==> src/hw/rtl/lbac_pkg.sv <==
// ----------------------------------------------------------------------------
// lbac_pkg
// Shared types, constants and helpers for the light beam alarm controller.
// ----------------------------------------------------------------------------
package lbac_pkg;

  localparam int unsigned COUNT_BITS  = 16;
  localparam int unsigned SAMPLE_BITS = 10;
  localparam int unsigned CFG_BITS    = 16;
  localparam int unsigned CFG_IDX_BITS = 2;
  localparam int unsigned NUM_BUTTONS = 3;

  typedef logic [COUNT_BITS-1:0]  count_t;
  typedef logic [SAMPLE_BITS-1:0] sample_t;

  localparam count_t  CNT_MAX = {COUNT_BITS{1'b1}};

  // Register reset values
  localparam sample_t TRIP_THRESHOLD_RST = SAMPLE_BITS'(600);
  localparam count_t  BLINK_TICKS_RST    = COUNT_BITS'(150);
  localparam count_t  DEBOUNCE_TICKS_RST = COUNT_BITS'(50);

  // Configuration register indexes
  localparam logic [CFG_IDX_BITS-1:0] CFG_TRIP_THRESHOLD = 2'd0;
  localparam logic [CFG_IDX_BITS-1:0] CFG_BLINK_TICKS    = 2'd1;
  localparam logic [CFG_IDX_BITS-1:0] CFG_DEBOUNCE_TICKS = 2'd2;

  // Button slots
  localparam int unsigned BTN_POWER  = 0;
  localparam int unsigned BTN_RESET  = 1;
  localparam int unsigned BTN_SILENT = 2;

  // Held output levels
  typedef struct packed {
    logic alarm;
    logic armed;
    logic silent;
    logic status;
    logic light;
    logic buzz;
  } levels_t;

  localparam levels_t BOOT_LEVELS = '{alarm: 1'b0, armed: 1'b1, silent: 1'b0,
                                      status: 1'b0, light: 1'b1, buzz: 1'b0};
  localparam levels_t OFF_LEVELS  = '{alarm: 1'b0, armed: 1'b0, silent: 1'b0,
                                      status: 1'b1, light: 1'b0, buzz: 1'b0};

  // Debouncer state of one button
  typedef struct packed {
    logic   last;
    logic   stable;
    count_t quiet;
  } btn_t;

  typedef struct packed {
    logic press;
    btn_t btn;
  } btn_step_t;

  function automatic count_t sat_inc(input count_t v);
    return (v == CNT_MAX) ? v : v + count_t'(1);
  endfunction

  // One debounce step; press flags an accepted 1 -> 0 transition.
  function automatic btn_step_t debounce(input btn_t cur, input logic level,
                                         input count_t deb);
    btn_step_t r;
    count_t    q;
    r.press = 1'b0;
    r.btn   = cur;
    q       = (level != cur.last) ? '0 : cur.quiet;
    if (q > deb) begin
      r.press      = !level && cur.stable;
      r.btn.stable = level;
    end
    r.btn.last  = level;
    r.btn.quiet = sat_inc(q);
    return r;
  endfunction

endpackage

==> src/hw/rtl/light_beam_alarm_controller_unit.sv <==
// ----------------------------------------------------------------------------
// light_beam_alarm_controller_unit
// Beam-break alarm: button debounce, power toggle, alarm latch and blinker.
// ----------------------------------------------------------------------------
// Usage:
//   Input channel (in_valid_i/in_ready_o) carries one millisecond tick: a
//   light sample, three active-low raw button levels and a remote-code flag.
//   Output channel (out_valid_o/out_ready_i) returns one transaction per tick
//   with the held LED, light source and buzzer levels plus the latch and
//   power state after that tick.
//   Each tick's result is registered and shown in the cycle after intake.
//   It takes one tick per cycle unless the receiver stalls; all state updates
//   are one pass of compares and counter steps into state/result registers.
//   in_ready_o stays high while the result register is empty or being taken,
//   so a stalled receiver holds the current result and stops intake only
//   after one pending transaction.
//   Reset leaves the unit powered, armed LED and light source on, alarm
//   clear, silent mode off, buttons seen as released, thresholds at their
//   defaults. Config writes (cfg_we_i) take effect at once; write only while
//   idle.
// ----------------------------------------------------------------------------
module light_beam_alarm_controller_unit
  import lbac_pkg::*;
(
  input  logic                    clk_i,
  input  logic                    rst_ni,
  input  logic                    in_valid_i,
  output logic                    in_ready_o,
  input  logic [SAMPLE_BITS-1:0]  light_level_i,
  input  logic                    power_level_i,
  input  logic                    reset_level_i,
  input  logic                    silent_level_i,
  input  logic                    remote_code_seen_i,
  output logic                    out_valid_o,
  input  logic                    out_ready_i,
  output logic                    alarm_led_o,
  output logic                    armed_led_o,
  output logic                    silent_led_o,
  output logic                    status_led_o,
  output logic                    light_source_o,
  output logic                    buzzer_on_o,
  output logic                    is_tripped_o,
  output logic                    is_powered_o,
  input  logic                    cfg_we_i,
  input  logic [CFG_IDX_BITS-1:0] cfg_index_i,
  input  logic [CFG_BITS-1:0]     cfg_data_i
);

  sample_t threshold_q;
  count_t  blink_ticks_q;
  count_t  debounce_q;

  logic    out_valid_q;
  logic    powered_q, powered_d;
  logic    tripped_q, tripped_d;
  logic    phase_q, phase_d;
  logic    silent_q, silent_d;
  count_t  blink_cnt_q, blink_cnt_d;
  btn_t    btn_q [NUM_BUTTONS];
  btn_t    btn_d [NUM_BUTTONS];
  levels_t lvl_q, lvl_d;
  logic    accept;

  assign in_ready_o = !out_valid_q || out_ready_i;
  assign accept     = in_valid_i && in_ready_o;

  always_comb begin
    btn_step_t st;
    st          = '0;
    powered_d   = powered_q;
    tripped_d   = tripped_q;
    phase_d     = phase_q;
    silent_d    = silent_q;
    blink_cnt_d = blink_cnt_q;
    lvl_d       = lvl_q;
    for (int b = 0; b < NUM_BUTTONS; b++) begin
      btn_d[b] = btn_q[b];
    end

    // Remote code toggles power
    if (remote_code_seen_i) begin
      if (powered_d) begin
        powered_d = 1'b0;
        tripped_d = 1'b0;
        phase_d   = 1'b0;
        lvl_d     = OFF_LEVELS;
      end else begin
        powered_d = 1'b1;
        silent_d  = !silent_level_i;
        lvl_d     = BOOT_LEVELS;
      end
    end

    st               = debounce(btn_q[BTN_POWER], power_level_i, debounce_q);
    btn_d[BTN_POWER] = st.btn;
    if (st.press) begin
      if (powered_d) begin
        powered_d = 1'b0;
        tripped_d = 1'b0;
        phase_d   = 1'b0;
        lvl_d     = OFF_LEVELS;
      end else begin
        powered_d = 1'b1;
        silent_d  = !silent_level_i;
        lvl_d     = BOOT_LEVELS;
      end
    end

    if (!powered_d) begin
      // buttons not sampled while off, but quiet time still runs
      btn_d[BTN_RESET].quiet  = sat_inc(btn_q[BTN_RESET].quiet);
      btn_d[BTN_SILENT].quiet = sat_inc(btn_q[BTN_SILENT].quiet);
    end else begin
      if ((light_level_i < threshold_q) && !tripped_d) begin
        tripped_d   = 1'b1;
        blink_cnt_d = '0;
      end
      if (tripped_d) begin
        if (blink_cnt_d >= blink_ticks_q) begin
          blink_cnt_d = '0;
          phase_d     = !phase_d;
          lvl_d.alarm = phase_d;
          lvl_d.light = 1'b0;
          lvl_d.armed = 1'b0;
          lvl_d.buzz  = phase_d && !silent_d;
        end
        blink_cnt_d = sat_inc(blink_cnt_d);
      end else begin
        lvl_d.alarm = 1'b0;
        lvl_d.armed = 1'b1;
        lvl_d.buzz  = 1'b0;
      end

      st               = debounce(btn_q[BTN_RESET], reset_level_i, debounce_q);
      btn_d[BTN_RESET] = st.btn;
      if (st.press && tripped_d) begin
        tripped_d = 1'b0;
        phase_d   = 1'b0;
        lvl_d     = BOOT_LEVELS;
      end

      st                = debounce(btn_q[BTN_SILENT], silent_level_i, debounce_q);
      btn_d[BTN_SILENT] = st.btn;
      if (st.press) begin
        silent_d     = !silent_d;
        lvl_d.silent = silent_d;
        if (tripped_d && silent_d) begin
          lvl_d.buzz = 1'b0;
        end
      end
    end
  end

  always_ff @(posedge clk_i or negedge rst_ni) begin
    if (!rst_ni) begin
      threshold_q   <= TRIP_THRESHOLD_RST;
      blink_ticks_q <= BLINK_TICKS_RST;
      debounce_q    <= DEBOUNCE_TICKS_RST;
    end else if (cfg_we_i) begin
      unique case (cfg_index_i)
        CFG_TRIP_THRESHOLD: threshold_q   <= cfg_data_i[SAMPLE_BITS-1:0];
        CFG_BLINK_TICKS:    blink_ticks_q <= cfg_data_i[COUNT_BITS-1:0];
        CFG_DEBOUNCE_TICKS: debounce_q    <= cfg_data_i[COUNT_BITS-1:0];
        default: ;
      endcase
    end
  end

  always_ff @(posedge clk_i or negedge rst_ni) begin
    if (!rst_ni) begin
      out_valid_q <= 1'b0;
      powered_q   <= 1'b1;
      tripped_q   <= 1'b0;
      phase_q     <= 1'b0;
      silent_q    <= 1'b0;
      blink_cnt_q <= '0;
      lvl_q       <= BOOT_LEVELS;
      for (int b = 0; b < NUM_BUTTONS; b++) begin
        btn_q[b] <= '{last: 1'b1, stable: 1'b1, quiet: '0};
      end
    end else begin
      if (accept) begin
        out_valid_q <= 1'b1;
        powered_q   <= powered_d;
        tripped_q   <= tripped_d;
        phase_q     <= phase_d;
        silent_q    <= silent_d;
        blink_cnt_q <= blink_cnt_d;
        lvl_q       <= lvl_d;
        for (int b = 0; b < NUM_BUTTONS; b++) begin
          btn_q[b] <= btn_d[b];
        end
      end else if (out_ready_i) begin
        out_valid_q <= 1'b0;
      end
    end
  end

  // State registers double as the result register: they only move on intake.
  assign out_valid_o    = out_valid_q;
  assign alarm_led_o    = lvl_q.alarm;
  assign armed_led_o    = lvl_q.armed;
  assign silent_led_o   = lvl_q.silent;
  assign status_led_o   = lvl_q.status;
  assign light_source_o = lvl_q.light;
  assign buzzer_on_o    = lvl_q.buzz;
  assign is_tripped_o   = tripped_q;
  assign is_powered_o   = powered_q;

endmodule

==> config.mk <==
export PLATFORM = sky130hd
export DESIGN_NAME = light_beam_alarm_controller_unit
export DESIGN_NICKNAME = d
export VERILOG_FILES = /design/src/hw/rtl/lbac_pkg.sv /design/src/hw/rtl/light_beam_alarm_controller_unit.sv
export SDC_FILE = /design/constraint.sdc
export NUM_CORES = 1
export LEC_CHECK = 0
export ABC_CLOCK_PERIOD_IN_PS = 10700
export BUFFER_PORTS_ARGS = -buffer_cell sky130_fd_sc_hd__buf_4
export CORE_MARGIN = 2
export CORE_UTILIZATION = 50
export DETAILED_ROUTE_END_ITERATION = 8
export PLACE_DENSITY = 0.67
export SLEW_MARGIN = 20
export SYNTH_ARGS = -nofsm -noshare
export SYNTH_HDL_FRONTEND = slang
export SYNTH_SLANG_ARGS = --single-unit
==> constraint.sdc <==
create_clock -name clk_i -period 10.7 [get_ports clk_i]
set_input_delay 0 -clock clk_i [delete_from_list [all_inputs] [get_ports clk_i]]
set_output_delay 0 -clock clk_i [all_outputs]
set_load 0.01 [all_outputs]
==> summary.txt <==
Run status
  – Run status: completed

CTS
  – Post-CTS setup buffers: 0
  – Worst-path clk slew: 0.06 ns
  – H-tree depth: 4
  – Quantity of hold-fixing buffers added after cts: 37
  – TritonCTS clock tree: done
  – Total CTS buffers: 17
  – Post-CTS Resized: 0
  – Root Buffer: clkbuf_16
  – CTS Sinks: 123
  – Worst-case clock buffer depth: 2
  – Clock Latency Late Sink: 0.43 ns

Routing
  – Vias post-DR: 7929
  – Avg Vias per Cell: approximately 6.0
  – DRT Wirelength: between 20 and 25 mm
  – 1st-iter DRT viols: 579
  – TritonRoute pass-1 iters: 5
  – Post-DRT Antenna Nets: 0
  – DRC viols: 0
  – Routed length per instance: approximately 18 microns

Pwr
  – VDD IR-drop max: 0.150 mV
  – Leakage: between 4 and 5 nW
  – PD cells: roughly 200 nW/um^2

Synthesis
  – EDFF count, synth: 0
  – Count leader, synth: nand2_1
  – Synth Instances: 1031
  – Top_reg_cell synth: dfrtp_1
  – Yosys cell types: 74
  – Synth Register Bits: 123
  – Area leader, netlist: dfrtp_1
  – Synth warnings: 0
  – Seq/Total Area, Yosys: a little over a third
  – Top cells by area, synth: dfrtp_1, ha_1, dfstp_2
  – Most common library cells after synthesis: nand2_1, dfrtp_1, ha_1, a21oi_1, nor2_1
  – Avg Cell Area, Syn: 8.54 sq um
  – Syn nets: ~1100
  – Yosys top cell area share: 29.3%
  – Netlist Area Pre-Place: between 8000 and 9000 sq um
  – Post-synth ARST share: 100%

GRT
  – Initial antenna violation count: 0
  – GR Overflow Total: 0
  – Vias in the first global route: 7590
  – First-pass GRT wire length: 39.2 mm
  – Largest net degree at the start of global routing: 83
  – Total GRT Usage: between 20% and 30%

Die
  – Die footprint: 18700 sq um
  – Die X-Extent: 137 microns
  – Core footprint: approximately 17000 sq um
  – Die Ht: 137 microns
  – IO Pins: 47
  – Std cell rows: 48
  – Initial Util: slightly above 50%

STA
  – Fmax: between 100 and 150 MHz
  – Worst-margin pin slew: roughly 1.1 ns
  – Worst hold margin: about 0.010 ns
  – Setup violations, final: 0
  – Final hold vios: 0
  – Setup TNS: 0 ns
  – Clock Skews: 0.00906 ns
  – Max-slew violations: 0
  – Slew HR: 28.9%
  – Final Cycle Share: 83.8%
  – RSZ-0062 raised after global routing: no
  – Post-layout min period: approximately 9 ns

Final layout
  – Final antenna diode count: 0
  – Cell area after layout: 10300 sq um
  – Layout cells sized above 1: 13.8%
  – Core Util, Final: 59.5%
  – Nets: 1207
  – Fill cell count: 1506
  – Layout Cells excl Fill: 1332
  – Area delta synth->final: 16.4%

Setup path
  – Setup CP Type: reg2reg
  – Crit path required time: about 11 ns
  – Largest stage delay on the critical path: 0.71 ns
  – Most frequent cell on the critical path: nand2_1
  – CP Max Fanout: 26
  – CP Launch Type: flop
  – Delay-heaviest family, CP: compound AO/OA/AOI/OAI gates
  – WP buf/inv: 0
  – Critical Path End Type: flop
  – Worst EP arrival: ~9.3 ns
  – Cell with the largest stage delay on the worst path: xnor2_2

Placed design
  – Hpwl dp: 16.5 mm
  – Cell Area, Placed: 9300 sq um
  – Post-Place Cells: between 1000 and 1500
  – Gpl congestion: between 0.9 and 1
  – Number of port buffers: 46

Job
  – Max-cap violations: 0

Worst hold path
  – Hold Path Class: in2reg
-- power by group --
| part | internal [mW] | switching (mW) | total, mW |
|---|---|---|---|
| clock network | 0.332 | 0.243 | 0.575 |
| registers | 0.583 | 0.116 | 0.699 |
| logic | 0.300 | 0.449 | 0.749 |
| total | 1.21 | 0.809 | 2.02 |
-- through the flow --
| stage | setup WS, ns | power [mW] |
|---|---|---|
| 6_report | 1.74 | 2.02 |
| 3_5_place_dp | 1.96 | 1.42 |
| 2_1_floorplan | 3.30 | 1.21 |
| 3_3_place_gp | 2.31 | 1.41 |
| 5_1_grt | 1.09 | 2.17 |
| 4_1_cts | 1.91 | 2.02 |
-- area by class of cell --
cell class,count,area (sq um),area share [%]
multi-input cells,797,5290,51.6
flip-flops and latches,123,3100,30.3
repair buffers,88,757,7.38
clock buffers,19,443,4.32
well taps,225,282,2.75
inverters,67,251,2.45
clock inverters,13,131,1.28
-- worst reg2reg max path, delay by kind of cell (launching register included) --
kind	cells	cell delay, ns
mux	1	0.34
fa+ha+maj	3	0.70
simple gates	12	3.28
flops	1	0.38
xor+xnor	1	0.71
compound gates	13	3.44
-- placed cells by master (no fill, tap or decap), types with 4 or more instances in the layout --
cell type        n
clkbuf_16       17
a31oi_1         10
dfrtp_1        103
mux2i_1          7
o31ai_1         15
o2111ai_1        4
mux2_2          38
a211oi_1         6
and2_1          49
and3_1          17
ha_1            76
or2_2            4
nand2b_1         8
xor2_1           5
o22ai_1          7
or4_1            7
nor2_1          72
o21a_1           8
o21ai_0         61
nand3_1         46
dfstp_2         20
nor4_1          10
xnor2_1          9
or3_1            6
nor2b_1          5
nand2_1        113
and4_1           5
inv_6            7
o211ai_1         6
a21o_1          21
clkinv_4         4
nor3_1          22
inv_1           66
nand4_1         27
a21oi_1         73
buf_4           50
dlygate4sd3_1   37
-- kinds of logic (layout without fill, tap and decap cells) --
| kind of cell | after synthesis | in the layout | synth area share, % |
|---|---|---|---|
| AND/OR/NAND/NOR | 399 | 399 | 22.5 |
| multiplexers | 46 | 46 | 5.78 |
| XOR/XNOR | 16 | 16 | 1.68 |
| adder cells (fa/ha/maj) | 76 | 76 | 10.8 |
| flip-flops | 123 | 123 | 35.2 |
| AO/OA/AOI/OAI | 260 | 260 | 19.1 |
| buffers and inverters | 111 | 187 | 4.89 |
-- per-layer routing --
| metal | part of all wire [%] | GRT usage [%] | wire length (microns) | vias up |
|---|---|---|---|---|
| li1 | - | - | - | 3883 |
| met1 | 45 | 36.8 | 10800 | 3781 |
| met2 | 47 | 42.8 | 11200 | 225 |
| met3 | 5.4 | 5.78 | 1300 | 40 |
| met4 | 2.5 | 9.38 | 595 | 0 |
| met5 | 0 | 0 | 0 | - |
-- registers in the layout, indices dropped and copies added (netlist names) --
signal          flops
out_valid_o         1
threshold_q        10
blink_ticks_q      16
buzzer_on_o         1
armed_led_o         1
debounce_q         16
alarm_led_o         1
blink_cnt_q        16
btn_q              54
phase_q             1
light_source_o      1
silent_q            1
silent_led_o        1
status_led_o        1
is_powered_o        1
is_tripped_o        1
-- final timing paths --
path	from	end	slack, ns	cells past startpoint
max	btn_q[53]	blink_cnt_q[1]	1.74	30
min	remote_code_seen_i	silent_led_o	0.01	4
max reg2reg	btn_q[53]	blink_cnt_q[1]	1.74	30
min reg2reg	btn_q[53]	btn_q[53]	0.48	2
max in group asynchronous	rst_ni	buzzer_on_o	9.44	3
min in group asynchronous	rst_ni	btn_q[25]	0.12	2
Power figures use the tool's default switching activity.
